<file path="src/rtl/sqvg_pkg.sv">
`timescale 1ns / 1ps
// ----------------------------------------------------------------------------
// Sprite quad vertex generation package
// Payload types, the per-quad record that the front end hands to the vertex
// pipeline, and the fixed constants of the sine polynomial.
// ----------------------------------------------------------------------------
package sqvg_pkg;

	typedef struct packed {
		logic [31:0] src_xy;
		logic [31:0] src_size;
		logic [31:0] dst_xy;
		logic [31:0] dst_size;
		logic [31:0] pivot;
		logic [31:0] tex_scale;
		logic [15:0] angle;
		logic [31:0] tint;
	} sqvg_in_t;

	typedef struct packed {
		logic signed [31:0] pos_x;
		logic signed [31:0] pos_y;
		logic signed [31:0] tex_u;
		logic signed [31:0] tex_v;
		logic [31:0]        tint_out;
		logic [1:0]         corner;
		logic               last;
	} sqvg_out_t;

	// One classified quad: centre terms divided out, sine and cosine known.
	typedef struct packed {
		logic [15:0]        sx;
		logic [15:0]        sy;
		logic [15:0]        sw;
		logic [15:0]        sh;
		logic signed [15:0] dx;
		logic signed [15:0] dy;
		logic [15:0]        dw;
		logic [15:0]        dh;
		logic [15:0]        su;
		logic [15:0]        sv;
		logic [31:0]        tint;
		logic [27:0]        cx;
		logic [27:0]        cy;
		logic signed [15:0] sn;
		logic signed [15:0] cs;
	} sqvg_quad_t;

	localparam logic [14:0] SIN_A = 15'd25736;
	localparam logic [14:0] SIN_B = 15'd10512;
	localparam logic [14:0] SIN_C = 15'd1160;
	localparam logic [14:0] QUARTER = 15'd16384;

	// Corner offsets in emission order, indexed by corner number.
	localparam logic [3:0] CORNER_OX = 4'b0110;
	localparam logic [3:0] CORNER_OY = 4'b1100;

endpackage

</file>
<file path="src/rtl/sqvg_fifo.sv">
`timescale 1ns / 1ps
// ----------------------------------------------------------------------------
// Sprite quad queue
// Two-entry queue of classified quads between the front end and the vertex
// pipeline.
// ----------------------------------------------------------------------------
module sqvg_fifo import sqvg_pkg::*; (
	input  logic       clk,
	input  logic       arst_n,
	input  logic       wr_valid,
	output logic       wr_ready,
	input  sqvg_quad_t wr_data,
	output logic       rd_valid,
	input  logic       rd_ready,
	output sqvg_quad_t rd_data
);

	sqvg_quad_t mem_q [2];
	logic       wp_q, rp_q;
	logic [1:0] cnt_q;
	logic       push, pop;

	assign wr_ready = (cnt_q != 2'd2);
	assign rd_valid = (cnt_q != 2'd0);
	assign rd_data  = mem_q[rp_q];
	assign push     = wr_valid && wr_ready;
	assign pop      = rd_valid && rd_ready;

	always_ff @(posedge clk or negedge arst_n) begin
		if (!arst_n) begin
			wp_q  <= 1'b0;
			rp_q  <= 1'b0;
			cnt_q <= 2'd0;
		end else begin
			if (push) wp_q <= ~wp_q;
			if (pop) rp_q <= ~rp_q;
			if (push && !pop) cnt_q <= cnt_q + 2'd1;
			else if (pop && !push) cnt_q <= cnt_q - 2'd1;
		end
	end

	always_ff @(posedge clk) begin
		if (push) mem_q[wp_q] <= wr_data;
	end

endmodule

</file>
<file path="config.mk">
export PLATFORM = sky130hd
export DESIGN_NAME = sqvg_fifo
export DESIGN_NICKNAME = d
export VERILOG_FILES = /design/src/rtl/sqvg_pkg.sv /design/src/rtl/sqvg_fifo.sv
export SDC_FILE = /design/constraint.sdc
export NUM_CORES = 1
export LEC_CHECK = 0
export BUFFER_PORTS_ARGS = -buffer_cell sky130_fd_sc_hd__clkbuf_2
export CAP_MARGIN = 15
export CORE_MARGIN = 10
export CORE_UTILIZATION = 52
export DETAILED_ROUTE_END_ITERATION = 8
export PLACE_DENSITY = 0.84
export SYNTH_ARGS = -nofsm -noshare
export SYNTH_HDL_FRONTEND = slang
export SYNTH_SLANG_ARGS = --single-unit
export TNS_END_PERCENT = 100
</file>
<file path="constraint.sdc">
create_clock -name clk -period 17.07 [get_ports clk]
set_input_delay 1.707 -clock clk [delete_from_list [all_inputs] [get_ports clk]]
set_output_delay 1.707 -clock clk [all_outputs]
set_load 0.05 [all_outputs]
</file>
==> results by stage <==
Timing:
- Measured against its own limit, the worst slew margin works out to 0.2909.
- The number of pins with negative max-slew slack in the final report is 0.
- The final setup TNS is 0 ns.
- The clock period minus final worst setup slack is 5.090 ns.
- Timing would allow up to 196.5 MHz.
- For the pin with the worst max-slew slack, the measured transition is 1.064 ns.
- In the finished design, the share of the clock period the worst path needs comes to 0.2982.
- Hold is met by 0.5114 ns.
- The hold violation total from the final report is 0.
- On the final layout, the worst clock skew is 0.01528 ns.
- The final count of negative-setup-slack endpoints is 0.
- Setup repair after global routing left no endpoint under its margin.

Synthesis:
- The number of nets in the synthesized netlist is 1,174.
- The count of synthesis-stage warnings from yosys is 0.
- Each instance of the synthesized netlist takes up on average 23.34 um2.
- The sequential cell area fraction in the yosys report is 0.8154.
- After synthesis the netlist holds a flip-flop and latch count of 564.
- The post-synthesis cell type count is 16.
- The post-synthesis instance area is 20,750 um2.
- The number of instances in the synthesized netlist is 889.

Min path:
- Along the worst hold path, the cell count comes to 1.
- The worst min-delay path category is reg2reg.

Worst setup path:
- The launching point of the worst reg2reg path is cnt_q[0]$_DFFE_PN0P_.
- The delay of the slowest cell on the worst path is 1.06 ns.
- The master of the slowest instance on the critical path is dfrtp_4.
- The setup slack of the worst register-to-register path is 13.35 ns.
- The length in cells of the worst reg-to-reg path is 4.
- The critical path data required time is 15.36 ns.
- The data arrival time of the worst path is 3.38 ns.
- In this run the critical register-to-register path is captured at mem_q[1][219]$_DFFE_PP_.
- The critical path ends at rd_data[129].
- The worst setup path category is reg2out.
- The maximum fanout count along the critical path is 63.
- The sort of element at the end of the critical path is a primary output.
- The type of element launching the critical path is a flop.
- The launch point of the critical path is rp_q$_DFFE_PN0P_.
- The signal on the critical path passes through buf_4 > mux2_2 > clkbuf_2.

Cells and area:
- The non-filler instance count after layout is 2,059.
- The number of nets in the final layout is 1,772.
- The area overhead of the layout relative to synthesis is 24.05%.
- The share of post-route cells with drive strength above 1 is 0.6088.
- For this run, the share of the core covered by cells in the final layout is 0.6507.

Placement:
- Counting tap cells, the placed design contains a total of 1,958 instances.
- The half-perimeter wire length after placement is 35,490 um.
- The count of buffers added on input and output ports is 565.
- The global placement routability congestion is 0.8313.

Route:
- The per-cell via count in the routed design is 5.280.
- The detailed-route via count is 10.87k.
- The number of search-and-repair iterations in the first detailed-routing pass is 5.
- The remaining design rule violation count is 0.
- In this run the remaining antenna-violating nets after routing total 0.
- After detailed routing, the total wire length is 49,970 um.
- For this block, the initial DRC count from the detailed router was 911.
- After detailed routing, the average wire length per cell comes to 24.27 um.

Die:
- In this run the core area contains 73 standard-cell rows.
- The die extent in x is 219.7 um.
- In this run the standard cell core region covers 39,550 um2.
- The chip height is 219.7 um.
- The starting utilization of the core area is 0.5246.
- 566 I/O pins were placed.
- The area enclosed by the die boundary is 48,290 um2.

Clock network:
- The number of setup buffers added after CTS is 0.
- The tree built by TritonCTS fans out to 564 sinks.
- The TritonCTS clock tree is yes.
- The number of clock buffers added by TritonCTS is 52.
- The post-cts repair resize count is 0.
- Clock-pin slew was measured on the worst setup and hold paths at 0.06 ns.
- The number of buffers between clock root and the deepest sink is 3.
- The H-tree was split into 2 levels.
- At the later pin of the worst-skew pair, clock insertion delay measures 0.58 ns.
- The root buffer cell is clkbuf_16.
- The hold buffer count at CTS is 0.

Global routing:
- The global routing usage summed across all routing layers is 0.1984.
- The total overflow left after global routing is 0.
- The number of antenna violations at the first check in global routing was 8.
- The maximum number of pins on one net before global-route repair is 161.
- The first global-routing pass estimated 71,120 um of wire.
- The via count of the first global-routing pass is 11.49k.

Power and ir drop:
- Across the VDD grid, the largest voltage drop is 0.2101 mV.
- The power density over the cells is 209.4 nW/um2.
- The leakage power is 0.009969 uW.

Run:
- The number of max-capacitance violations reported is 0.

Status:
- The run finished with clean final reports.
[layer usage]
metal  global-route usage  wire length [um]  vias to the layer above
li1                     -                 -                     4764
met1               0.2162             16820                     5423
met2               0.3398             25640                      568
met3              0.08008              5703                      112
met4              0.07966              1770                        4
met5                    0                24                        -
[worst min path at each step]
stage | from | to | slack, ns
after floorplan | cnt_q[1]$_DFFE_PN0P_ | cnt_q[1]$_DFFE_PN0P_ | 0.46
after global placement | cnt_q[1]$_DFFE_PN0P_ | cnt_q[1]$_DFFE_PN0P_ | 0.47
after detailed placement | cnt_q[1]$_DFFE_PN0P_ | cnt_q[1]$_DFFE_PN0P_ | 0.50
after CTS | cnt_q[1]$_DFFE_PN0P_ | cnt_q[1]$_DFFE_PN0P_ | 0.51
after global routing | cnt_q[1]$_DFFE_PN0P_ | cnt_q[1]$_DFFE_PN0P_ | 0.54
final | cnt_q[1]$_DFFE_PN0P_ | cnt_q[1]$_DFFE_PN0P_ | 0.51
[logic make-up after synthesis]
group,count (synthesis),share of synthesized area
DFF,564,0.8154
muxes,280,0.1683
buffers and inverters,32,0.01200
and+or+nand+nor,7,0.001629
xor gates and xnor gates,5,0.002111
adders and majority gates,1,0.0006030
[placed cells by master (no fill, tap or decap), drive strengths merged, types with 2 or more instances in the layout]
cell type  synthesis  final
clkbuf             0    627
edfxtp           560    560
mux2             280    280
clkinv             0     22
buf               31     10
diode              0      8
bufinv             0      4
dfrtp              4      4
xnor2              3      3
clkinvlp           0      3
inv                1      3
nand2              2      2
xor2               2      2
nor2               2      2
[worst max-delay path, delay by kind of cell (launching register included)]
| kind | cells | cell delay (ns) |
|---|---|---|
| buffers and inverters | 2 | 1.19 |
| flip-flops | 1 | 1.06 |
| multiplexers | 1 | 0.44 |
[state kept, by name, summed over array words and instances (netlist names)]
signal,cells
mem_q,560
cnt_q,2
rp_q,1
wp_q,1
[synth_stat cells, drive strengths merged]
cell,instances,area share
buf,31,0.012
mux2,280,0.17
xnor2,3,0.0013
inv,1,0.00018
ha,1,0.00060
nand2b,1,0.00030
edfxtp,560,0.81
nand2,2,0.00036
dfrtp,4,0.0048
and3,1,0.00030
xor2,2,0.00084
nor2,2,0.00036
or2,1,0.00030
[metrics by stage]
stage               instance area, um2  power, uW  setup WS [ns]
global route                     25720       5578          11.83
CTS                              25710       5439          11.93
floorplan                        20750       3939          2.726
finish                           25730       5389          11.98
global placement                 24080       4278          12.05
detailed placement               24100       4324          12.25
[cell type report]
type,count,area [um2]
multi-input combinational,293,3593
tap,525,656.9
antenna,8,20.02
clock inverter,31,252.7
sequential,564,16920
inverter,1,3.754
timing repair buffer,575,2928
fill,2563,13810
clock buffer,62,1360
[report_power, final]
group	leakage (uW)	switching, uW	internal, uW
Sequential	0.00525	107	1900
Combinational	0.00394	1670	615
Clock	0.000783	475	626
Note: power is estimated with default switching activity, not from simulation.
