`src/rtl/sqvg_pkg.sv`:
```
`timescale 1ns / 1ps
// ----------------------------------------------------------------------------
// Sprite quad vertex generation package
// Payload types, the per-quad record that the front end hands to the vertex
// pipeline, and the fixed constants of the sine polynomial.
// ----------------------------------------------------------------------------
package sqvg_pkg;

	typedef struct packed {
		logic [31:0] src_xy;
		logic [31:0] src_size;
		logic [31:0] dst_xy;
		logic [31:0] dst_size;
		logic [31:0] pivot;
		logic [31:0] tex_scale;
		logic [15:0] angle;
		logic [31:0] tint;
	} sqvg_in_t;

	typedef struct packed {
		logic signed [31:0] pos_x;
		logic signed [31:0] pos_y;
		logic signed [31:0] tex_u;
		logic signed [31:0] tex_v;
		logic [31:0]        tint_out;
		logic [1:0]         corner;
		logic               last;
	} sqvg_out_t;

	// One classified quad: centre terms divided out, sine and cosine known.
	typedef struct packed {
		logic [15:0]        sx;
		logic [15:0]        sy;
		logic [15:0]        sw;
		logic [15:0]        sh;
		logic signed [15:0] dx;
		logic signed [15:0] dy;
		logic [15:0]        dw;
		logic [15:0]        dh;
		logic [15:0]        su;
		logic [15:0]        sv;
		logic [31:0]        tint;
		logic [27:0]        cx;
		logic [27:0]        cy;
		logic signed [15:0] sn;
		logic signed [15:0] cs;
	} sqvg_quad_t;

	localparam logic [14:0] SIN_A = 15'd25736;
	localparam logic [14:0] SIN_B = 15'd10512;
	localparam logic [14:0] SIN_C = 15'd1160;
	localparam logic [14:0] QUARTER = 15'd16384;

	// Corner offsets in emission order, indexed by corner number.
	localparam logic [3:0] CORNER_OX = 4'b0110;
	localparam logic [3:0] CORNER_OY = 4'b1100;

endpackage

```
`src/rtl/sqvg_front.sv`:
```
`timescale 1ns / 1ps
// ----------------------------------------------------------------------------
// Sprite quad front end
// Takes a quad, divides the pivot by the source size four quotient bits per
// cycle and evaluates sine and cosine in a short multiply chain.
// ----------------------------------------------------------------------------
module sqvg_front import sqvg_pkg::*; (
	input  logic       clk,
	input  logic       arst_n,
	input  logic       in_valid,
	output logic       in_ready,
	input  sqvg_in_t   in_data,
	output logic       q_valid,
	input  logic       q_ready,
	output sqvg_quad_t q_data
);

	logic        busy_q;
	logic [2:0]  cnt_q;
	sqvg_quad_t  quad_q;
	logic [27:0] dvdx_q, dvdy_q;
	logic [15:0] remx_q, remy_q;
	logic [14:0] ts_q, tc_q;
	logic        ngs_q, ngc_q;
	logic [14:0] t2s_q, t2c_q, ins_q, inc_q, mds_q, mdc_q;
	logic signed [15:0] sn_q, cs_q;
	logic        take;
	logic [43:0] stx, sty;
	logic [15:0] ang_c;
	logic [29:0] ps, pc;

	// Four restoring division steps: returns {remainder, shifted dividend}.
	function automatic logic [43:0] div4(input logic [15:0] rem, input logic [27:0] dvd,
			input logic [15:0] dsr);
		logic [15:0] r;
		logic [27:0] d;
		logic [17:0] trial;
		r = rem;
		d = dvd;
		for (int i = 0; i < 4; i++) begin
			trial = {1'b0, r, d[27]} - {2'b00, dsr};
			if (!trial[17]) begin
				r = trial[15:0];
				d = {d[26:0], 1'b1};
			end else begin
				r = {r[14:0], d[27]};
				d = {d[26:0], 1'b0};
			end
		end
		return {r, d};
	endfunction

	function automatic logic [14:0] fold(input logic [15:0] a);
		return a[14] ? 15'(QUARTER - {1'b0, a[13:0]}) : {1'b0, a[13:0]};
	endfunction

	assign q_valid  = busy_q && (cnt_q == 3'd7);
	assign in_ready = !busy_q || (q_valid && q_ready);
	assign take     = in_valid && in_ready;
	assign stx      = div4(remx_q, dvdx_q, quad_q.sw);
	assign sty      = div4(remy_q, dvdy_q, quad_q.sh);
	assign ang_c    = in_data.angle + 16'h4000;
	assign ps       = ts_q * mds_q;
	assign pc       = tc_q * mdc_q;

	always_comb begin
		q_data    = quad_q;
		q_data.cx = (quad_q.sw == 16'd0) ? 28'd0 : dvdx_q;
		q_data.cy = (quad_q.sh == 16'd0) ? 28'd0 : dvdy_q;
		q_data.sn = sn_q;
		q_data.cs = cs_q;
	end

	always_ff @(posedge clk or negedge arst_n) begin
		if (!arst_n) begin
			busy_q <= 1'b0;
			cnt_q  <= 3'd0;
		end else if (take) begin
			busy_q <= 1'b1;
			cnt_q  <= 3'd0;
		end else if (q_valid && q_ready) begin
			busy_q <= 1'b0;
		end else if (busy_q && cnt_q != 3'd7) begin
			cnt_q <= cnt_q + 3'd1;
		end
	end

	always_ff @(posedge clk) begin
		if (take) begin
			quad_q.sx   <= in_data.src_xy[15:0];
			quad_q.sy   <= in_data.src_xy[31:16];
			quad_q.sw   <= in_data.src_size[15:0];
			quad_q.sh   <= in_data.src_size[31:16];
			quad_q.dx   <= signed'(in_data.dst_xy[15:0]);
			quad_q.dy   <= signed'(in_data.dst_xy[31:16]);
			quad_q.dw   <= in_data.dst_size[15:0];
			quad_q.dh   <= in_data.dst_size[31:16];
			quad_q.su   <= in_data.tex_scale[15:0];
			quad_q.sv   <= in_data.tex_scale[31:16];
			quad_q.tint <= in_data.tint;
			quad_q.cx   <= 28'd0;
			quad_q.cy   <= 28'd0;
			quad_q.sn   <= 16'sd0;
			quad_q.cs   <= 16'sd0;
			dvdx_q      <= {in_data.pivot[15:0], 12'd0};
			dvdy_q      <= {in_data.pivot[31:16], 12'd0};
			remx_q      <= 16'd0;
			remy_q      <= 16'd0;
			ts_q        <= fold(in_data.angle);
			tc_q        <= fold(ang_c);
			ngs_q       <= in_data.angle[15];
			ngc_q       <= ang_c[15];
		end else if (busy_q && cnt_q != 3'd7) begin
			{remx_q, dvdx_q} <= stx;
			{remy_q, dvdy_q} <= sty;
		end
		// The polynomial chain runs freely; its operands hold still after a transfer.
		t2s_q <= 15'((30'(ts_q) * 30'(ts_q)) >> 14);
		t2c_q <= 15'((30'(tc_q) * 30'(tc_q)) >> 14);
		ins_q <= SIN_B - 15'((30'(t2s_q) * 30'(SIN_C)) >> 14);
		inc_q <= SIN_B - 15'((30'(t2c_q) * 30'(SIN_C)) >> 14);
		mds_q <= SIN_A - 15'((30'(t2s_q) * 30'(ins_q)) >> 14);
		mdc_q <= SIN_A - 15'((30'(t2c_q) * 30'(inc_q)) >> 14);
		sn_q  <= ngs_q ? -signed'({1'b0, ps[28:14]}) : signed'({1'b0, ps[28:14]});
		cs_q  <= ngc_q ? -signed'({1'b0, pc[28:14]}) : signed'({1'b0, pc[28:14]});
	end

endmodule

```
`config.mk`:
```
export PLATFORM = sky130hd
export DESIGN_NAME = sqvg_front
export DESIGN_NICKNAME = d
export VERILOG_FILES = /design/src/rtl/sqvg_pkg.sv /design/src/rtl/sqvg_front.sv
export SDC_FILE = /design/constraint.sdc
export NUM_CORES = 2
export LEC_CHECK = 0
export BUFFER_PORTS_ARGS = -buffer_cell sky130_fd_sc_hd__buf_2
export CAP_MARGIN = 20
export CORE_MARGIN = 3
export CORE_UTILIZATION = 60
export CTS_BUF_LIST = sky130_fd_sc_hd__clkbuf_8
export CTS_CLUSTER_DIAMETER = 40
export DETAILED_ROUTE_END_ITERATION = 6
export GPL_ROUTABILITY_DRIVEN = 0
export HOLD_SLACK_MARGIN = 0.06
export PLACE_DENSITY = 0.9
export REMOVE_ABC_BUFFERS = 1
export SLEW_MARGIN = 25
export SYNTH_ARGS = -nofsm -noshare
export SYNTH_HDL_FRONTEND = slang
export SYNTH_SLANG_ARGS = --single-unit
```
`constraint.sdc`:
```
create_clock -name clk -period 14.5 [get_ports clk]
set_clock_uncertainty 0.2 [all_clocks]
set_input_delay 2.9 -clock clk [delete_from_list [all_inputs] [get_ports clk]]
set_output_delay 2.9 -clock clk [all_outputs]
set_load 0.005 [all_outputs]
```
==> metrics.txt <==
status=finished with violations; failing checks=design-rule violations; largest family of logic cells by synthesized area=adder cells; Post-Syn Area=63380 µm²; die width=331.0 µm; HPWL after DPL=127.8 mm; cells after synthesis=6635; R2R Path Start=q_data[233]; post-synthesis simple-gate area fraction=14.96%; fin util=66.28%; Post-CTS Setup Repair Bufs=0; Worst Path Arrival=12510 ps; placed cell area=67160 µm²; multiplexer area fraction after synthesis=1.696%; Min-Delay Startpoint=dvdx_q[3]; Final WS setup=2445 ps; FF-to-FF path depth=42; Synth cell types=102; CP Max Fanout=31; hold buffer count at cts=0; setup TNS=0 ps; slowest stage delay, CP=500 ps; Total GRT Usage=30.57%; Yosys Warn Count=0; post-synthesis adder-cell area fraction=44.79%; area of the die=109600 µm²; Port Buffer Count=525; dominant synthesized flop cell=edfxtp_1; #FFs+latches synth=435; Achievable Freq=82.95 MHz; most used cell, CP=o211ai_1; syn_area_per_cell=9.553 µm²; fin crit period=12060 ps; Starting DRT DRC Count=3133; maximum clock insertion buffer count=3; max_cap viols=0; clk_lat worst skew=760 ps; post-route cell area=69090 µm²; Overflow after GRT=0; RSZ-0062 raised after global routing=false; DRC violations left=1; post_cts resized=0; Avg WL per Cell=19.32 µm; Worst Tran Pin Value=1002 ps; Hold Violations, Final=0; Synth Area in Compound Gates=8.013%; FFs w/ async S/R, synth=0.9195%; Worst Setup Start Kind=flop; most frequent cells in the layout=1205 x inv_1, 932 x fa_1, 777 x ha_1; Post-synth EDFFs=255; Vias/cell=5.755; drt total wl=164.6 mm; TritonCTS clock tree=done; CP endpoint kind=flop; worst slack, placed=2883 ps; worst path required time=14950 ps; initial antenna violation count=16; vias in the first global route=53459; die outline height=331.0 µm; via count=49035; final setup vio count=0; period utilization=83.14%; Core Region=104200 µm²; number of core rows=118; Seq/Total Area, Yosys=17.80%; H-tree Lvls=3; Clk Tree Root Cell=clkbuf_8; clock sinks=435; largest net degree at the start of global routing=77; capturing point of the worst reg2reg path=remx_q[4]; most common cell after layout, fill and taps aside=inv_1; P&R area growth vs syn=8.998%; wire length of the first global-routing pass=267.1 mm; Detail Route Antenna Nets=0; total CTS buffers=88; drt first pass iters=7; Final #Nets=9005; Setup CP Type=reg -> reg; Slew headroom=33.21%; Hold EP=dvdx_q[3]; CP max stage cell=edfxtp_1; initial core utilization=60.81%; # IOs=526; share of layout cells above drive strength 1=11.70%; path type of the worst min-delay path=reg -> reg; worst hold path depth=2; Slew Viols, Final=0; Post-Synth XOR/XNOR Area=4.201%; Clock transition at path regs=60 ps; flop2flop setup slack=2440 ps
[cell type report]
cell class / count / area [µm²]
Fill cell: 7477 / 35150
Timing Repair Buffer: 571 / 2973
Clock inverter: 67 / 541.8
Multi-Input combinational cell: 4765 / 46710
Tap cell: 1380 / 1727
Inverter: 1191 / 4471
Sequential cell: 435 / 11280
Clock buffer: 98 / 1349
Antenna cell: 14 / 35.03
[stage by stage]
step | cells | hold WS [ps]
2_1_floorplan | 6391 | 231.1
3_3_place_gp | 8342 | 252.5
3_5_place_dp | 8342 | 256.0
4_1_cts | 8507 | 270.4
5_1_grt | 8521 | 294.7
6_report | 8521 | 268.5
[critical path, delay by kind of cell, from the launching register on]
family	cells	cell delay, ps
buffers and inverters	3	860
adder cells (fa/ha/maj)	4	1190
AO/OA/AOI/OAI	26	6960
flip-flops	1	500
AND/OR/NAND/NOR	7	1360
multiplexers	2	800
[cells in the mapped netlist, drive strengths merged (168+ instances only)]
master,n,area [µm²]
clkbuf,232,870.8
edfxtp,255,7657
fa,932,18660
inv,1191,4471
a21oi,184,924.6
and2,599,3747
ha,777,9722
nand2,763,2874
nor2,199,747.0
o21ai,168,859.6
dfxtp,176,3523
xnor2,210,1839
[state kept, by name, indices dropped and copies added, names as in the netlist, 3 cells and up]
register and count:
cnt_q 3, cs_q 16, dvdx_q 28, dvdy_q 28
inc_q 14, ins_q 14, mdc_q 15, mds_q 15
q_data 192, remx_q 16, remy_q 16, sn_q 16
t2c_q 15, t2s_q 15, tc_q 14, ts_q 15
[cell families (layout without fill, tap and decap cells)]
kind of cell               count (synthesis)  count (layout)
and+or+nand+nor                         1903            1903
adders and majority gates               1710            1710
buffers and inverters                   1435            1927
AOI/OAI and AO/OA                        749             749
DFF                                      435             435
xor gates and xnor gates                 304             304
muxes                                     99              99
other                                      0              14
[metal layers]
metal	GRT usage, %	share of wire [%]	vias to the layer above
met4	17.75	6.4	0
met3	5.670	8.2	628
met2	54.94	51	2434
met5	0	0	-
met1	33.80	34	23941
li1	-	-	22032
[how the worst max path moves through the flow]
stage                      startpoint          to  slack (ps)  cells after the start
final                     q_data[233]   remx_q[4]        2440                     42
after global routing      q_data[240]   remx_q[4]        1760                     45
after CTS                 q_data[233]   remx_q[4]        2800                     42
after detailed placement  q_data[233]   remx_q[4]        2880                     45
after global placement    q_data[220]   remy_q[2]        3310                     41
after floorplan               q_ready  dvdx_q[12]         810                      5
Power is not shown: default switching activity piles up to over one toggle a cycle in this logic, so the estimate is an artifact.
